File: config.mk
export PLATFORM = sky130hd
export DESIGN_NAME = tsrp_div_cell
export DESIGN_NICKNAME = d
export VERILOG_FILES = /design/src/rtl/tsrp_pkg.sv /design/src/rtl/tsrp_div_cell.sv
export SDC_FILE = /design/constraint.sdc
export NUM_CORES = 1
export LEC_CHECK = 0
export ABC_AREA = 1
export ABC_CLOCK_PERIOD_IN_PS = 2900
export BUFFER_PORTS_ARGS = -buffer_cell sky130_fd_sc_hd__buf_2
export CAP_MARGIN = 20
export CELL_PAD_IN_SITES_DETAIL_PLACEMENT = 0
export CELL_PAD_IN_SITES_GLOBAL_PLACEMENT = 1
export CORE_AREA = 3 3 190 192
export CTS_CLUSTER_DIAMETER = 30
export DETAILED_ROUTE_END_ITERATION = 16
export DIE_AREA = 0 0 193 195
export GPL_ROUTABILITY_DRIVEN = 0
export HOLD_SLACK_MARGIN = 0.02
export PLACE_DENSITY_LB_ADDON = 0.1
export REMOVE_ABC_BUFFERS = 1
export SYNTH_ARGS = -nofsm -noshare
export SYNTH_HDL_FRONTEND = slang
export SYNTH_SLANG_ARGS = --single-unit
File: constraint.sdc
create_clock -name clk -period 2.9 [get_ports clk]
set_clock_uncertainty 0.2 [all_clocks]
set_input_delay 0.58 -clock clk [delete_from_list [all_inputs] [get_ports clk]]
set_output_delay 0.58 -clock clk [all_outputs]
set_load 0.1 [all_outputs]
File: src/rtl/tsrp_pkg.sv
// ---------------------------------------------------------------------------
// tsrp_pkg: shared types and constants of the step rate planner
// Register indexes, pipeline depths and the stage records handed along the
// square root and divider cell chains.
// ---------------------------------------------------------------------------
package tsrp_pkg;

  localparam int CFG_IDX_W  = 3;
  localparam int CFG_DATA_W = 32;

  localparam logic [CFG_IDX_W-1:0] REG_START_POS  = 3'd0;
  localparam logic [CFG_IDX_W-1:0] REG_TARGET_POS = 3'd1;
  localparam logic [CFG_IDX_W-1:0] REG_MAX_VEL    = 3'd2;
  localparam logic [CFG_IDX_W-1:0] REG_ACCEL      = 3'd3;
  localparam logic [CFG_IDX_W-1:0] REG_MIN_RATE   = 3'd4;
  localparam logic [CFG_IDX_W-1:0] REG_TICK_MS    = 3'd5;
  localparam logic [CFG_IDX_W-1:0] REG_TICK_MARG  = 3'd6;

  localparam logic [15:0] MAX_VEL_RST   = 16'd1000;
  localparam logic [23:0] ACCEL_RST     = 24'd2000;
  localparam logic [15:0] MIN_RATE_RST  = 16'd400;
  localparam logic [9:0]  TICK_MS_RST   = 10'd10;
  localparam logic [9:0]  TICK_MARG_RST = 10'd20;

  localparam logic [23:0] RATE_SAT   = 24'hFFFFFF;
  localparam logic [9:0]  TICK_SCALE = 10'd1000;
  localparam logic [10:0] TRI_SCALE  = 11'd2000;

  // Square root: 48-bit radicand, two bits per cell.
  localparam int SQ_STEPS  = 24;
  // Divider: 33 quotient bits, one per cell.
  localparam int DIV_STEPS = 33;
  localparam int FRONT_STAGES = 3;
  localparam int NST = FRONT_STAGES + SQ_STEPS + 1 + DIV_STEPS + 1;

  typedef struct packed {
    logic [47:0] rad;
    logic [25:0] rem;
    logic [23:0] root;
  } sq_lane_t;

  typedef struct packed {
    logic        zero;
    logic        remnz;
    logic        is_tri;
    logic        acc_sat;
    logic        dec_sat;
    logic [66:0] tnum;
    logic [49:0] avt;
    logic [41:0] tden;
  } side_t;

  typedef struct packed {
    sq_lane_t acc;
    sq_lane_t dec;
    sq_lane_t pk;
    side_t    side;
  } sq_stage_t;

  typedef struct packed {
    logic [32:0] n;
    logic [49:0] r;
    logic [32:0] q;
    logic [49:0] d;
    logic        ovf;
    logic        zero;
    logic        is_tri;
    logic [23:0] rate;
    logic [23:0] peak;
  } dv_stage_t;

endpackage

File: src/rtl/tsrp_div_cell.sv
// ---------------------------------------------------------------------------
// tsrp_div_cell: one restoring division step
// Brings in one dividend bit, subtracts the divisor when it fits and
// shifts one quotient bit in.
// ---------------------------------------------------------------------------
module tsrp_div_cell (
  input  logic                clk,
  input  logic                rst,
  input  logic                take,
  input  logic                in_valid,
  input  tsrp_pkg::dv_stage_t in_data,
  output logic                out_valid,
  output tsrp_pkg::dv_stage_t out_data
);
  import tsrp_pkg::*;

  logic [50:0] trial, diff;
  logic        ge;
  dv_stage_t   out_next;

  assign trial = {in_data.r, in_data.n[32]};
  assign diff  = trial - {1'b0, in_data.d};
  assign ge    = (trial >= {1'b0, in_data.d});

  always_comb begin
    out_next   = in_data;
    out_next.n = {in_data.n[31:0], 1'b0};
    out_next.r = ge ? diff[49:0] : trial[49:0];
    out_next.q = {in_data.q[31:0], ge};
  end

  always_ff @(posedge clk) begin
    if (rst) begin
      out_valid <= 1'b0;
    end else if (take) begin
      out_valid <= in_valid;
    end
  end

  always_ff @(posedge clk) begin
    if (take) begin
      out_data <= out_next;
    end
  end

endmodule

==> qor.yml <==
clock_tree:
  htree_levels: 2
  clk_pin_slew_ns: 0.05
  clkLatencyLatePin_ns: 0.56
  cts_tree: "done"
  cts_made_buffers: 49
  cts_root_buf: "clkbuf_16"
  cts_buffer_depth: 3
  numClockSinks: 217
power:
  seqPwrFrac_pct: 27.1
  power_density_nw_per_um2: 738
  p_clk_share_pct: 42.5
  pwr-share-comb_pct: 30.4
  peakVddDrop_v: 0.000654
  p_sw_share_pct: 36.6
  p_sw_w: 0.00526
  p_leak_nw: 9.55
  internal_power_w: 0.00912
floorplan:
  coreArea_sq_um: 34500
  die_h_um: 195
  fp.dieW_um: 193
  die_area_sq_um: 37600
  pin_count: 439
  initial_core_util_pct: 34.7
  rows: 68
synthesis:
  synth_compound_area_share_pct: 3.20
  synth_top_area_cell: "edfxtp_1"
  synth_top_family_by_area: "simple AND/OR/NAND/NOR gates"
  synthSimpleGateAreaFrac_pct: 24.8
  yosysTopAreaCellShare_pct: 54.1
  synth_cells: 1348
  synth_adder_area_share_pct: 5.38
  ys_ff_latch: 217
  synth_xor_xnor_area_share_pct: 2.12
  synth_cell_types: 38
  ys_top_cells_by_area: "edfxtp_1 (54%), nand2_1 (14%), inv_1 (8.5%)"
  synth_mux_area_share_pct: 0.0835
  synth.cell_area_sq_um: 12000
  avgSynthCellArea_sq_um: 8.90
  yosysSeqAreaShare_pct: 54.2
  ys_warn_count: 0
routing:
  drtIter0Drc: 418
  drc_errors: 0
  vias: 11400
  drt-vias-per-instance: 4.44
  antenna_left: 0
  wl_um: 45300
  first_pass_iters: 5
  wl_per_cell_um: 17.6
finish:
  syn2layout_area_growth_pct: 62.4
  final_cells: 2568
  fillerInstances: 3201
  fin_area_sq_um: 19500
  fin_util_pct: 56.4
  drive_gt1_share_pct: 36.7
  nets: 2344
  multi_input_area_sq_um: 4830
  seq_area_sq_um: 6510
placed_design:
  dp_slack_ns: -0.0943
  io_buffers: 436
  hpwl_um: 34600
  dpl_cell_area_sq_um: 15300
  dp.cells: 2303
worst_setup_path:
  endpoint_kind: "register"
  crit_required_ns: 3.01
  worstSetupPathType: "in2reg"
  critPathLaunchType: "primary input"
  cp.arrival_ns: 2.95
  crit_fanout: 11
global_route:
  grt_pass1_wl_um: 66200
  grt_overflow: 0
  grt_usage_pct: 23.1
  grt_pass1_vias: 11700
  antenna_found_initial: 8
  grt_max_degree: 48
  grt_util_met2_pct: 40.5
  grt.busiest_layer: "met2"
  grtUsageMet1_pct: 27.0
  use_met3_pct: 5.98
sta:
  slew_headroom_pct: 62.3
  setup_viol: 0
  rsz0062_at_grt: "true"
  report.final.slew_viol_count: 0
  fin_ws_ns: 0.0611
  period_minus_slack_ns: 2.84
  period_share_pct: 97.9
  fin_setup_tns_ns: 0
  hold_viol_final: 0
  worstMarginPinSlew_ns: 0.569
  max_freq_mhz: 352
run:
  maxCapViolCount: 0
run_status:
  status: "finished, final reports clean"
min_path:
  hold_path.class: "in2reg"
## cell type report
class                   count  share of cell area [%]
repair buffers            688                    23.9
well taps                 455                    2.92
inverters                 291                    5.61
clock inverters            38                    2.99
clock buffers              52                    6.35
flip-flops and latches    217                    33.4
diodes                      2                  0.0257
multi-input cells         825                    24.8
## path summary, 6_finish.rpt
kind / start / end / slack (ns) / cells past startpoint
worst min-delay path: in_data[75] / out_data[75]$_DFFE_PP_ / 0.05 / 1
worst max register to register: out_valid$_SDFFE_PP0P_ / out_valid$_SDFFE_PP0P_ / 2.12 / 2
worst max-delay path: in_data[80] / out_data[180]$_DFFE_PP_ / 0.06 / 18
worst min register to register: out_valid$_SDFFE_PP0P_ / out_valid$_SDFFE_PP0P_ / 0.30 / 2
## through the flow
stage | power [W] | hold WS [ns]
after floorplan | 0.00696 | 0.452
after global placement | 0.00795 | 0.274
after detailed placement | 0.00797 | 0.284
after CTS | 0.0143 | 0.0239
after global routing | 0.0149 | 0.0368
final | 0.0144 | 0.0502
## power groups by stage
stage,Sequential [W],Combinational [W],Clock [W]
finish,0.00390,0.00437,0.00611
global route,0.00392,0.00461,0.00639
CTS,0.00390,0.00421,0.00623
detailed placement,0.00395,0.00402,0
global placement,0.00395,0.00401,0
floorplan,0.00613,0.000831,0
## cell families (layout without fill, tap and decap cells)
kind of cell	count (synthesis)	count (layout)
compound gates	66	66
mux	1	1
fa+ha+maj	51	51
xor+xnor	29	29
buf+inv	306	1069
simple gates	677	677
other cells	1	3
flops	217	217
## registers in the layout, summed over array words and instances (netlist names)
signal	flops
out_data	216
out_valid	1
## worst max-delay path, stage by stage
cell and delay (ns):
dlygate4sd3_1 0.56, buf_2 0.14, inv_1 0.10, ha_4 0.22, nand2_2 0.10, inv_1 0.04
nand2_1 0.05, nand2_1 0.09, nand2_1 0.07, nand2_1 0.08, inv_1 0.07, nand2_2 0.08
a21oi_4 0.18, nand3_4 0.10, buf_12 0.16, buf_12 0.15, nand3_1 0.09, nand2_1 0.07
## timing repair
item                       CTS  global route
hold buffers               163             0
setup endpoints to repair    0            50
resized for setup            0           112
hold endpoints to repair   163             0
buffers inserted             0             9
## placed cells by master, fill, tap and decap left out, types with 5 or more instances in the layout
cell type and n:
a21oi_1 25, buf_12 7, buf_2 432, buf_4 81, bufinv_16 13, clkbuf_16 53, clkinv_2 6, clkinvlp_4 6
dlygate4sd3_1 163, edfxtp_1 216, ha_1 11, ha_2 12, ha_4 27, inv_1 265, inv_2 26, nand2_1 426
nand2_2 29, nand2_4 5, nand3_1 36, nand3_2 19, nand3b_1 15, nand4_1 33, nor2_1 69, nor2_2 21
nor2_4 9, nor3_1 7, o21ai_0 21, o21ai_2 5, o21bai_1 5, xor2_1 29
## Yosys cell counts (all sizes together)
| cell type | count |
|---|---|
| fa | 1 |
| clkbuf | 4 |
| conb | 1 |
| or2 | 1 |
| o21a | 2 |
| nand3b | 16 |
| xor2 | 29 |
| nand2 | 460 |
| nor4 | 1 |
| dfxtp | 1 |
| nor2 | 99 |
| edfxtp | 216 |
| o21ai | 28 |
| inv | 291 |
| nand3 | 56 |
| buf | 11 |
| o21bai | 6 |
| nor3 | 8 |
| ha | 50 |
| mux2i | 1 |
| nand4 | 34 |
| and2 | 2 |
| a21oi | 30 |
## routing by layer
metal  wire (um)  share of wire (%)
met1       18500                 41
met2       22000                 49
met3        2920                6.5
met4        1730                3.8
met5          74               0.16
(Power assumes the default switching activity.)
