`src/rtl/tsrp_pkg.sv`:
```
// ---------------------------------------------------------------------------
// tsrp_pkg: shared types and constants of the step rate planner
// Register indexes, pipeline depths and the stage records handed along the
// square root and divider cell chains.
// ---------------------------------------------------------------------------
package tsrp_pkg;

  localparam int CFG_IDX_W  = 3;
  localparam int CFG_DATA_W = 32;

  localparam logic [CFG_IDX_W-1:0] REG_START_POS  = 3'd0;
  localparam logic [CFG_IDX_W-1:0] REG_TARGET_POS = 3'd1;
  localparam logic [CFG_IDX_W-1:0] REG_MAX_VEL    = 3'd2;
  localparam logic [CFG_IDX_W-1:0] REG_ACCEL      = 3'd3;
  localparam logic [CFG_IDX_W-1:0] REG_MIN_RATE   = 3'd4;
  localparam logic [CFG_IDX_W-1:0] REG_TICK_MS    = 3'd5;
  localparam logic [CFG_IDX_W-1:0] REG_TICK_MARG  = 3'd6;

  localparam logic [15:0] MAX_VEL_RST   = 16'd1000;
  localparam logic [23:0] ACCEL_RST     = 24'd2000;
  localparam logic [15:0] MIN_RATE_RST  = 16'd400;
  localparam logic [9:0]  TICK_MS_RST   = 10'd10;
  localparam logic [9:0]  TICK_MARG_RST = 10'd20;

  localparam logic [23:0] RATE_SAT   = 24'hFFFFFF;
  localparam logic [9:0]  TICK_SCALE = 10'd1000;
  localparam logic [10:0] TRI_SCALE  = 11'd2000;

  // Square root: 48-bit radicand, two bits per cell.
  localparam int SQ_STEPS  = 24;
  // Divider: 33 quotient bits, one per cell.
  localparam int DIV_STEPS = 33;
  localparam int FRONT_STAGES = 3;
  localparam int NST = FRONT_STAGES + SQ_STEPS + 1 + DIV_STEPS + 1;

  typedef struct packed {
    logic [47:0] rad;
    logic [25:0] rem;
    logic [23:0] root;
  } sq_lane_t;

  typedef struct packed {
    logic        zero;
    logic        remnz;
    logic        is_tri;
    logic        acc_sat;
    logic        dec_sat;
    logic [66:0] tnum;
    logic [49:0] avt;
    logic [41:0] tden;
  } side_t;

  typedef struct packed {
    sq_lane_t acc;
    sq_lane_t dec;
    sq_lane_t pk;
    side_t    side;
  } sq_stage_t;

  typedef struct packed {
    logic [32:0] n;
    logic [49:0] r;
    logic [32:0] q;
    logic [49:0] d;
    logic        ovf;
    logic        zero;
    logic        is_tri;
    logic [23:0] rate;
    logic [23:0] peak;
  } dv_stage_t;

endpackage

```
`src/rtl/tsrp_sqrt_cell.sv`:
```
// ---------------------------------------------------------------------------
// tsrp_sqrt_cell: one digit step of three square roots
// Each cell retires two radicand bits per lane and passes the rest along.
// ---------------------------------------------------------------------------
module tsrp_sqrt_cell (
  input  logic                clk,
  input  logic                rst,
  input  logic                take,
  input  logic                in_valid,
  input  tsrp_pkg::sq_stage_t in_data,
  output logic                out_valid,
  output tsrp_pkg::sq_stage_t out_data
);
  import tsrp_pkg::*;

  function automatic sq_lane_t lane_step(input sq_lane_t l);
    sq_lane_t    o;
    logic [27:0] sh, trial;
    sh    = {l.rem, l.rad[47:46]};
    trial = {2'b00, l.root, 2'b01};
    o.rad = {l.rad[45:0], 2'b00};
    if (sh >= trial) begin
      o.rem  = 26'(sh - trial);
      o.root = {l.root[22:0], 1'b1};
    end else begin
      o.rem  = sh[25:0];
      o.root = {l.root[22:0], 1'b0};
    end
    lane_step = o;
  endfunction

  always_ff @(posedge clk) begin
    if (rst) begin
      out_valid <= 1'b0;
    end else if (take) begin
      out_valid <= in_valid;
    end
  end

  always_ff @(posedge clk) begin
    if (take) begin
      out_data.acc  <= lane_step(in_data.acc);
      out_data.dec  <= lane_step(in_data.dec);
      out_data.pk   <= lane_step(in_data.pk);
      out_data.side <= in_data.side;
    end
  end

endmodule

```
`config.mk`:
```
export PLATFORM = sky130hd
export DESIGN_NAME = tsrp_sqrt_cell
export DESIGN_NICKNAME = d
export VERILOG_FILES = /design/src/rtl/tsrp_pkg.sv /design/src/rtl/tsrp_sqrt_cell.sv
export SDC_FILE = /design/constraint.sdc
export NUM_CORES = 1
export LEC_CHECK = 0
export BUFFER_PORTS_ARGS = -buffer_cell sky130_fd_sc_hd__buf_2
export CORE_AREA = 10 10 351 353
export CTS_BUF_LIST = sky130_fd_sc_hd__clkbuf_2 sky130_fd_sc_hd__clkbuf_4 sky130_fd_sc_hd__clkbuf_8
export DETAILED_ROUTE_END_ITERATION = 10
export DIE_AREA = 0 0 361 363
export PLACE_DENSITY_LB_ADDON = 0.25
export SYNTH_ARGS = -nofsm -noshare
export SYNTH_HDL_FRONTEND = slang
export SYNTH_SLANG_ARGS = --single-unit
```
`constraint.sdc`:
```
create_clock -name clk -period 3.5 [get_ports clk]
set_input_delay 0 -clock clk [delete_from_list [all_inputs] [get_ports clk]]
set_output_delay 0 -clock clk [all_outputs]
set_load 0.05 [all_outputs]
```
==> results of run 1 <==
==> per-stage QoR <==
stage / cells / util / area (um2) / setup WS, ns
2_1_floorplan: 1218 / - / 19100 / 1.03
3_3_place_gp: 3649 / 0.221 / 25600 / 0.528
3_5_place_dp: 3649 / 0.221 / 25600 / 0.476
==> cell families after synthesis <==
kind of cell	share of synthesized area
DFF	0.714
AOI/OAI and AO/OA	0.0862
and+or+nand+nor	0.0510
buffers and inverters	0.0286
adders and majority gates	0.0512
xor gates and xnor gates	0.0294
muxes	0.0398
other	0.000197
==> cells in the mapped netlist (all sizes together), types with 6 or more instances <==
cell / number
and3: 10
nand4: 13
nand3: 19
xnor2: 44
nand2b: 6
inv: 92
o21ai: 40
edfxtp: 452
clkbuf: 6
ha: 78
nor2: 55
buf: 25
a21o: 30
o21a: 13
a211oi: 9
xor2: 20
a31oi: 13
nand2: 43
a21oi: 86
and4: 6
nor3: 12
nor2b: 9
mux2: 51
mux2i: 6
==> flow_metrics.py, run 1 <==
metrics = {
    "synthesis": {
        "synth-seq-area-share": 0.714,
        "synth_edf_count": 452,
        "yosysWarningCount": 0,
        "synthCells": 1213,
        "synth_top_flop_cell": "edfxtp_1",
        "synth_area_um2": 19000,
        "ys_types": 69,
        "synth_top_area_share": 0.713,
        "ys_ff_latch": 453,
        "yosys-top-cells-area": "edfxtp_1, ha_1, mux2_4, a21oi_1, xnor2_1",
        "synthArstFlopShare": 0,
        "synth_top_cell_by_area": "edfxtp_1",
        "avgSynthCellArea_um2": 15.7,
    },
    "clock_network": {
        "cts_setup_buffers": 0,
        "cts-root-buf": "clkbuf_8",
        "clkSinkCount": 453,
        "cts_max_path_buffers": 3,
        "holdBufCountCts": 764,
        "ctsResizeCount": 0,
        "htree_levels": 3,
        "cts_buffers": 90,
    },
    "run_status": {
        "error": "[ERROR RSZ-0060] Max buffer count reached.",
        "status": "aborted with a tool error",
        "haltStage": "clock tree synthesis",
    },
    "placed_design": {
        "place.gp.congestion": 0.813,
        "io_buffers": 914,
        "place_hpwl_mm": 69.9,
    },
    "floorplanning": {
        "die_h_um": 363,
        "die_x_um": 361,
        "start_util": 0.164,
        "num_rows": 125,
        "io_pins": 921,
    },
}
==> run 2, diff against run 1 <==
--- a/config.mk
+++ b/config.mk
@@ -7,10 +7,9 @@
 export LEC_CHECK = 0
 export BUFFER_PORTS_ARGS = -buffer_cell sky130_fd_sc_hd__buf_2
 export CORE_AREA = 10 10 351 353
-export CTS_BUF_LIST = sky130_fd_sc_hd__clkbuf_2 sky130_fd_sc_hd__clkbuf_4 sky130_fd_sc_hd__clkbuf_8
 export DETAILED_ROUTE_END_ITERATION = 10
 export DIE_AREA = 0 0 361 363
-export PLACE_DENSITY_LB_ADDON = 0.25
+export PLACE_DENSITY_LB_ADDON = 0.15
 export SYNTH_ARGS = -nofsm -noshare
 export SYNTH_HDL_FRONTEND = slang
 export SYNTH_SLANG_ARGS = --single-unit
==> flow_metrics.py, run 2 <==
metrics = {
    "run_status": {
        "status": "completed",
    },
    "floorplanning": {
        "die_x_um": 361,
        "die_h_um": 363,
        "start_util": 0.164,
        "core_area_um2": 116000,
        "num_rows": 125,
        "io_pins": 921,
        "die_area_um2": 131000,
    },
    "final_layout": {
        "largest_reg_flops": 452,
        "drive_gt1_frac": 0.408,
        "stdcell_count": 4263,
        "layout_common_cells": "buf_2, dlygate4sd3_1, edfxtp_1",
        "nNetsFinal": 3223,
        "final_common_cell": "buf_2",
        "syn_to_final_growth_pct": 70.3,
        "top_register": "out_data",
        "reg_top3": "out_data x452, out_valid x1",
    },
    "sta": {
        "fin_ws_ns": 0.174,
        "hold_viol": 0,
        "finClkSkew_ns": 0,
        "slew_headroom": 0.293,
        "worst_pin_slew_ns": 1.06,
        "rsz0062_at_grt": "false",
        "period_needed_ns": 3.33,
        "drv_slew": 0,
        "setup_viol": 0,
        "fmax_mhz": 301,
        "fin_crit_sh": 0.950,
    },
    "power_and_ir_drop": {
        "p_leak_uw": 0.0139,
        "swShare": 0.334,
        "p_comb_frac": 0.263,
        "p_sw_uw": 5720,
        "intPower_uw": 11400,
        "p_clk_frac": 0.343,
        "vdd_drop_max_mv": 0.364,
        "pwr-share-seq": 0.394,
        "pwr_density_cell_nw_per_um2": 528,
    },
    "setup_path": {
        "critical-path-max-stage-delay_ns": 0.65,
        "worst_ep_required_time_ns": 3.89,
        "path_buf_inv": 6,
        "start_kind": "input pin",
        "cp-end-kind": "flop",
        "worstPathCellList": "dlygate4sd3_1, buf_2, inv_1, ha_1, buf_4, a21o_1, a21o_1, a21oi_1, nor3b_1, a21oi_4, buf_4, mux2i_1, dlygate4sd3_1",
        "critPathMaxFanout": 10,
        "arrival_ns": 3.72,
        "crit_family": "buffers and inverters",
        "slowest_stage": "nor3b_1",
        "path_class": "input pin to flop",
    },
    "global_route": {
        "grt_overflow_total": 0,
        "grt_max_degree": 78,
        "grt_usage": 0.125,
        "grt_pass1_wl_mm": 124,
        "grt_pass1_vias": 18008,
        "grt_antenna_before_repair": 15,
    },
    "synthesis": {
        "ys_top_cells_by_count": "edfxtp_1, inv_1, a21oi_1",
        "ys_ff_latch": 453,
        "yosys-top-cells-area": "edfxtp_1, ha_1, mux2_4, a21oi_1, xnor2_1",
        "yosysWarningCount": 0,
        "synth_top_flop_cell": "edfxtp_1",
        "ys_types": 69,
        "synth_area_um2": 19000,
        "synthArstFlopShare": 0,
        "synthCells": 1213,
        "synth-seq-area-share": 0.714,
        "synth_most_common_cell": "edfxtp_1",
        "synth_top_area_share": 0.713,
        "avgSynthCellArea_um2": 15.7,
        "synth_edf_count": 452,
        "synth_top_cell_by_area": "edfxtp_1",
    },
    "detailed_routing": {
        "avgViaCountPerCell": 3.80,
        "postRouteAntennaNets": 0,
        "drtPass1Iterations": 7,
        "via_count": 16215,
        "drcViolationCount": 0,
        "routed_wl_mm": 86.3,
        "wl_per_cell_um": 20.3,
        "dr.first_iter.drc_count": 805,
    },
    "job": {
        "cap_violations": 0,
    },
    "clock_network": {
        "htree_levels": 2,
        "clk_pin_slew_ns": 0.06,
        "cts-root-buf": "clkbuf_16",
        "cts_buffers": 57,
        "clk_latency_ns": 0.64,
        "cts_tree": "yes",
        "cts_max_path_buffers": 3,
        "clkSinkCount": 453,
    },
    "placed_design": {
        "place.gp.congestion": 0.809,
        "dpl_worst_slack_ns": -0.0284,
        "io_buffers": 914,
        "dpl.cell_count": 3663,
        "place_hpwl_mm": 68.8,
    },
    "min_path": {
        "hp-class": "input pin to flop",
    },
}
-- run 2: cell counts after synthesis --
No cell type changed its count.
-- run 2: area by class of cell --
class	count	area [um2]
multi-input cells	643	4940
clock inverters	42	400
diodes	7	17.5
repair buffers	1436	9780
fillers	12064	83400
well taps	1524	1910
clock buffers	66	1460
flip-flops and latches	453	13600
inverters	92	345
-- run 2: metrics by stage --
step	area (um2)	util	power, uW	setup TNS [ns]	hold WS, ns
after floorplan	19100	-	9540	0	0.0724
after global placement	25700	0.222	10900	-0.313	0.165
after detailed placement	25700	0.222	10900	-0.0284	0.168
after CTS	32400	0.280	17400	0	0.0000293
after global routing	32400	0.280	17900	0	0.00979
final	32400	0.280	17100	0	0.0678
-- run 2: kinds of logic after synthesis --
logic type | share of synthesized area
buffers and inverters | 0.0286
flip-flops | 0.714
other | 0.000197
adder cells (fa/ha/maj) | 0.0512
multiplexers | 0.0398
XOR/XNOR | 0.0294
AO/OA/AOI/OAI | 0.0862
AND/OR/NAND/NOR | 0.0510
-- run 2: worst paths after layout --
| check | start | to | slack (ns) | cells past startpoint |
|---|---|---|---|---|
| setup / recovery | in_data[379] | out_data[385] | 0.17 | 13 |
| setup reg to reg | out_valid | out_valid | 2.36 | 3 |
| hold reg to reg | out_valid | out_valid | 1.05 | 3 |
| hold / removal | in_data[425] | out_data[427] | 0.07 | 2 |
-- run 2: repair_timing --
action                                  in CTS  in global routing
endpoints found under the hold margin      511                  0
resized for setup                            0                  1
hold buffers                               484                  0
endpoints found under the setup margin       0                  5
setup buffers                                0                  0
-- run 2: routing by layer --
metal,wire [um],vias up,track usage
met4,2050,8,0.0331
met1,32800,7839,0.138
met5,47,-,0
met2,44000,680,0.226
met3,7430,112,0.0437
li1,-,7576,-
-- run 2: power groups by stage --
stage | sequential (uW) | combinational (uW) | clock, uW
after floorplan | 8610 | 929 | 0
after global placement | 6850 | 4080 | 0
after detailed placement | 6850 | 4080 | 0
after CTS | 6750 | 4560 | 6140
after global routing | 6790 | 4770 | 6350
final | 6740 | 4500 | 5880
Note: power is estimated with default switching activity, not from simulation.
==> run 3, diff against run 2 <==
--- a/config.mk
+++ b/config.mk
@@ -6,9 +6,10 @@
 export NUM_CORES = 1
 export LEC_CHECK = 0
 export BUFFER_PORTS_ARGS = -buffer_cell sky130_fd_sc_hd__buf_2
-export CORE_AREA = 10 10 351 353
+export CORE_AREA = 10 10 354 356
 export DETAILED_ROUTE_END_ITERATION = 10
-export DIE_AREA = 0 0 361 363
+export DIE_AREA = 0 0 364 366
+export GPL_ROUTABILITY_DRIVEN = 1
 export PLACE_DENSITY_LB_ADDON = 0.15
 export SYNTH_ARGS = -nofsm -noshare
 export SYNTH_HDL_FRONTEND = slang
==> flow_metrics.py, run 3 (synthesized netlist as in run 2, its figures left out) <==
metrics = {
    "floorplanning": {
        "start_util": 0.162,
        "die_area_um2": 133000,
        "die_h_um": 366,
        "num_rows": 126,
        "core_area_um2": 118000,
        "die_x_um": 364,
        "io_pins": 921,
    },
    "setup_path": {
        "start_kind": "input pin",
        "worstPathCellList": "dlygate4sd3_1, buf_2, inv_1, ha_1, nor2b_1, o31ai_2, and3_1, o211ai_2, a221o_1, a21oi_4, a32oi_1, dlygate4sd3_1, o21ai_0, dlygate4sd3_1",
        "path_common_cell": "dlygate4sd3_1",
        "critPathMaxFanout": 4,
        "slowest_stage": "dlygate4sd3_1",
        "arrival_ns": 3.99,
        "worst_ep_required_time_ns": 4.01,
        "cp-end-kind": "flop",
        "path_class": "input pin to flop",
        "critical-path-max-stage-delay_ns": 0.58,
    },
    "power_and_ir_drop": {
        "swShare": 0.332,
        "p_comb_frac": 0.264,
        "p_clk_frac": 0.346,
        "p_sw_uw": 5720,
        "p_leak_uw": 0.0140,
        "pwr-share-seq": 0.391,
        "intPower_uw": 11500,
        "pwr_density_cell_nw_per_um2": 524,
        "finalPower_uw": 17200,
        "vdd_drop_max_mv": 0.328,
    },
    "sta": {
        "worst_pin_slew_ns": 0.617,
        "setup_viol": 0,
        "finClkSkew_ns": 0,
        "fin_crit_sh": 0.995,
        "slew_headroom": 0.578,
        "period_needed_ns": 3.48,
        "hold_viol": 0,
        "drv_slew": 0,
        "fin_ws_ns": 0.0178,
        "rsz0062_at_grt": "true",
        "fmax_mhz": 287,
    },
    "final_layout": {
        "syn_to_final_growth_pct": 72.6,
        "fill_cells": 12179,
        "final_util": 0.279,
        "top_register": "out_data",
        "layout_common_cells": "buf_2, dlygate4sd3_1, edfxtp_1",
        "drive_gt1_frac": 0.395,
        "nNetsFinal": 3255,
        "fin_area_um2": 32900,
        "reg_top3": "out_data x452, out_valid x1",
        "largest_reg_flops": 452,
        "final_common_cell": "buf_2",
    },
    "global_route": {
        "grt_pass1_vias": 18165,
        "grt_usage": 0.127,
        "grt_pass1_wl_mm": 126,
        "grt_max_degree": 99,
        "grt_antenna_before_repair": 27,
        "grt_overflow_total": 0,
    },
    "placed_design": {
        "place.gp.congestion": 0.808,
        "place_hpwl_mm": 69.5,
        "place_area_um2": 25600,
        "io_buffers": 914,
        "dpl_worst_slack_ns": 0.407,
    },
    "detailed_routing": {
        "avgViaCountPerCell": 3.79,
        "drcViolationCount": 0,
        "routed_wl_mm": 88.6,
        "via_count": 16324,
        "drtPass1Iterations": 7,
        "postRouteAntennaNets": 0,
        "wl_per_cell_um": 20.6,
        "dr.first_iter.drc_count": 819,
    },
    "job": {
        "cap_violations": 0,
    },
    "clock_network": {
        "clk_latency_ns": 0.65,
        "cts-root-buf": "clkbuf_16",
        "cts_tree": "yes",
        "cts_max_path_buffers": 3,
        "clkSinkCount": 453,
        "cts_buffers": 57,
        "htree_levels": 2,
        "clk_pin_slew_ns": 0.06,
    },
    "min_path": {
        "hp-class": "input pin to flop",
    },
    "run_status": {
        "status": "completed",
    },
}
run 3: cell count changes in the layout (fill, tap and decap cells not counted), sizes merged:
cell / change
dlygate4sd3: +50
clkinv: -8
bufinv: +1
clkbuf: +2
inv: -1
diode: +2
clkinvlp: +3
a21oi: -1
buf: -17
run 3: routing by layer:
metal	track usage	share of wire	up-vias
met5	0	0.0013	-
met4	0.0401	0.028	18
met3	0.0524	0.099	126
met2	0.220	0.49	646
met1	0.140	0.38	7889
li1	-	-	7645
run 3: final timing paths:
check | startpoint | endpoint | slack (ns) | cells after the start
min | in_data[334] | out_data[336] | 0.07 | 2
min reg2reg | out_valid | out_valid | 1.03 | 3
max reg2reg | out_valid | out_valid | 2.37 | 3
max | in_data[360] | out_data[404] | 0.02 | 14
run 3: layout make-up:
class | instances | area [um2] | share of cell area
clock buffers | 68 | 1490 | 0.0453
clock inverters | 37 | 364 | 0.0111
multi-input cells | 642 | 4960 | 0.151
well taps | 1536 | 1920 | 0.0585
diodes | 9 | 22.5 | 0.000685
flip-flops and latches | 453 | 13600 | 0.413
inverters | 92 | 348 | 0.0106
repair buffers | 1469 | 10200 | 0.309
run 3: worst max-delay path, delay by kind of cell:
| family | cells | cell delay (ns) |
|---|---|---|
| buf+inv | 5 | 1.84 |
| compound gates | 6 | 1.32 |
| simple gates | 2 | 0.46 |
| fa+ha+maj | 1 | 0.36 |
run 3: timing repair:
| item | 4_1_cts | 5_1_grt |
|---|---|---|
| setup buffers | 0 | 0 |
| hold buffers | 534 | 0 |
| setup endpoints to repair | 0 | 5 |
| gates resized for setup | 0 | 7 |
| endpoints found under the hold margin | 501 | 0 |
run 3: power by group through the flow:
stage	clock, uW	sequential (uW)	combinational, uW
finish	5950	6730	4550
global route	6450	6780	4820
CTS	6230	6730	4600
detailed placement	0	6840	4060
global placement	0	6830	4070
floorplan	0	8610	929
run 3: through the flow:
stage	instances	hold slack, ns	TNS, ns
finish	4306	0.0665	0
global route	4302	0.00425	-0.0428
CTS	4297	0.0000430	0
detailed placement	3658	0.161	0
global placement	3658	0.166	0
floorplan	1218	0.0724	0
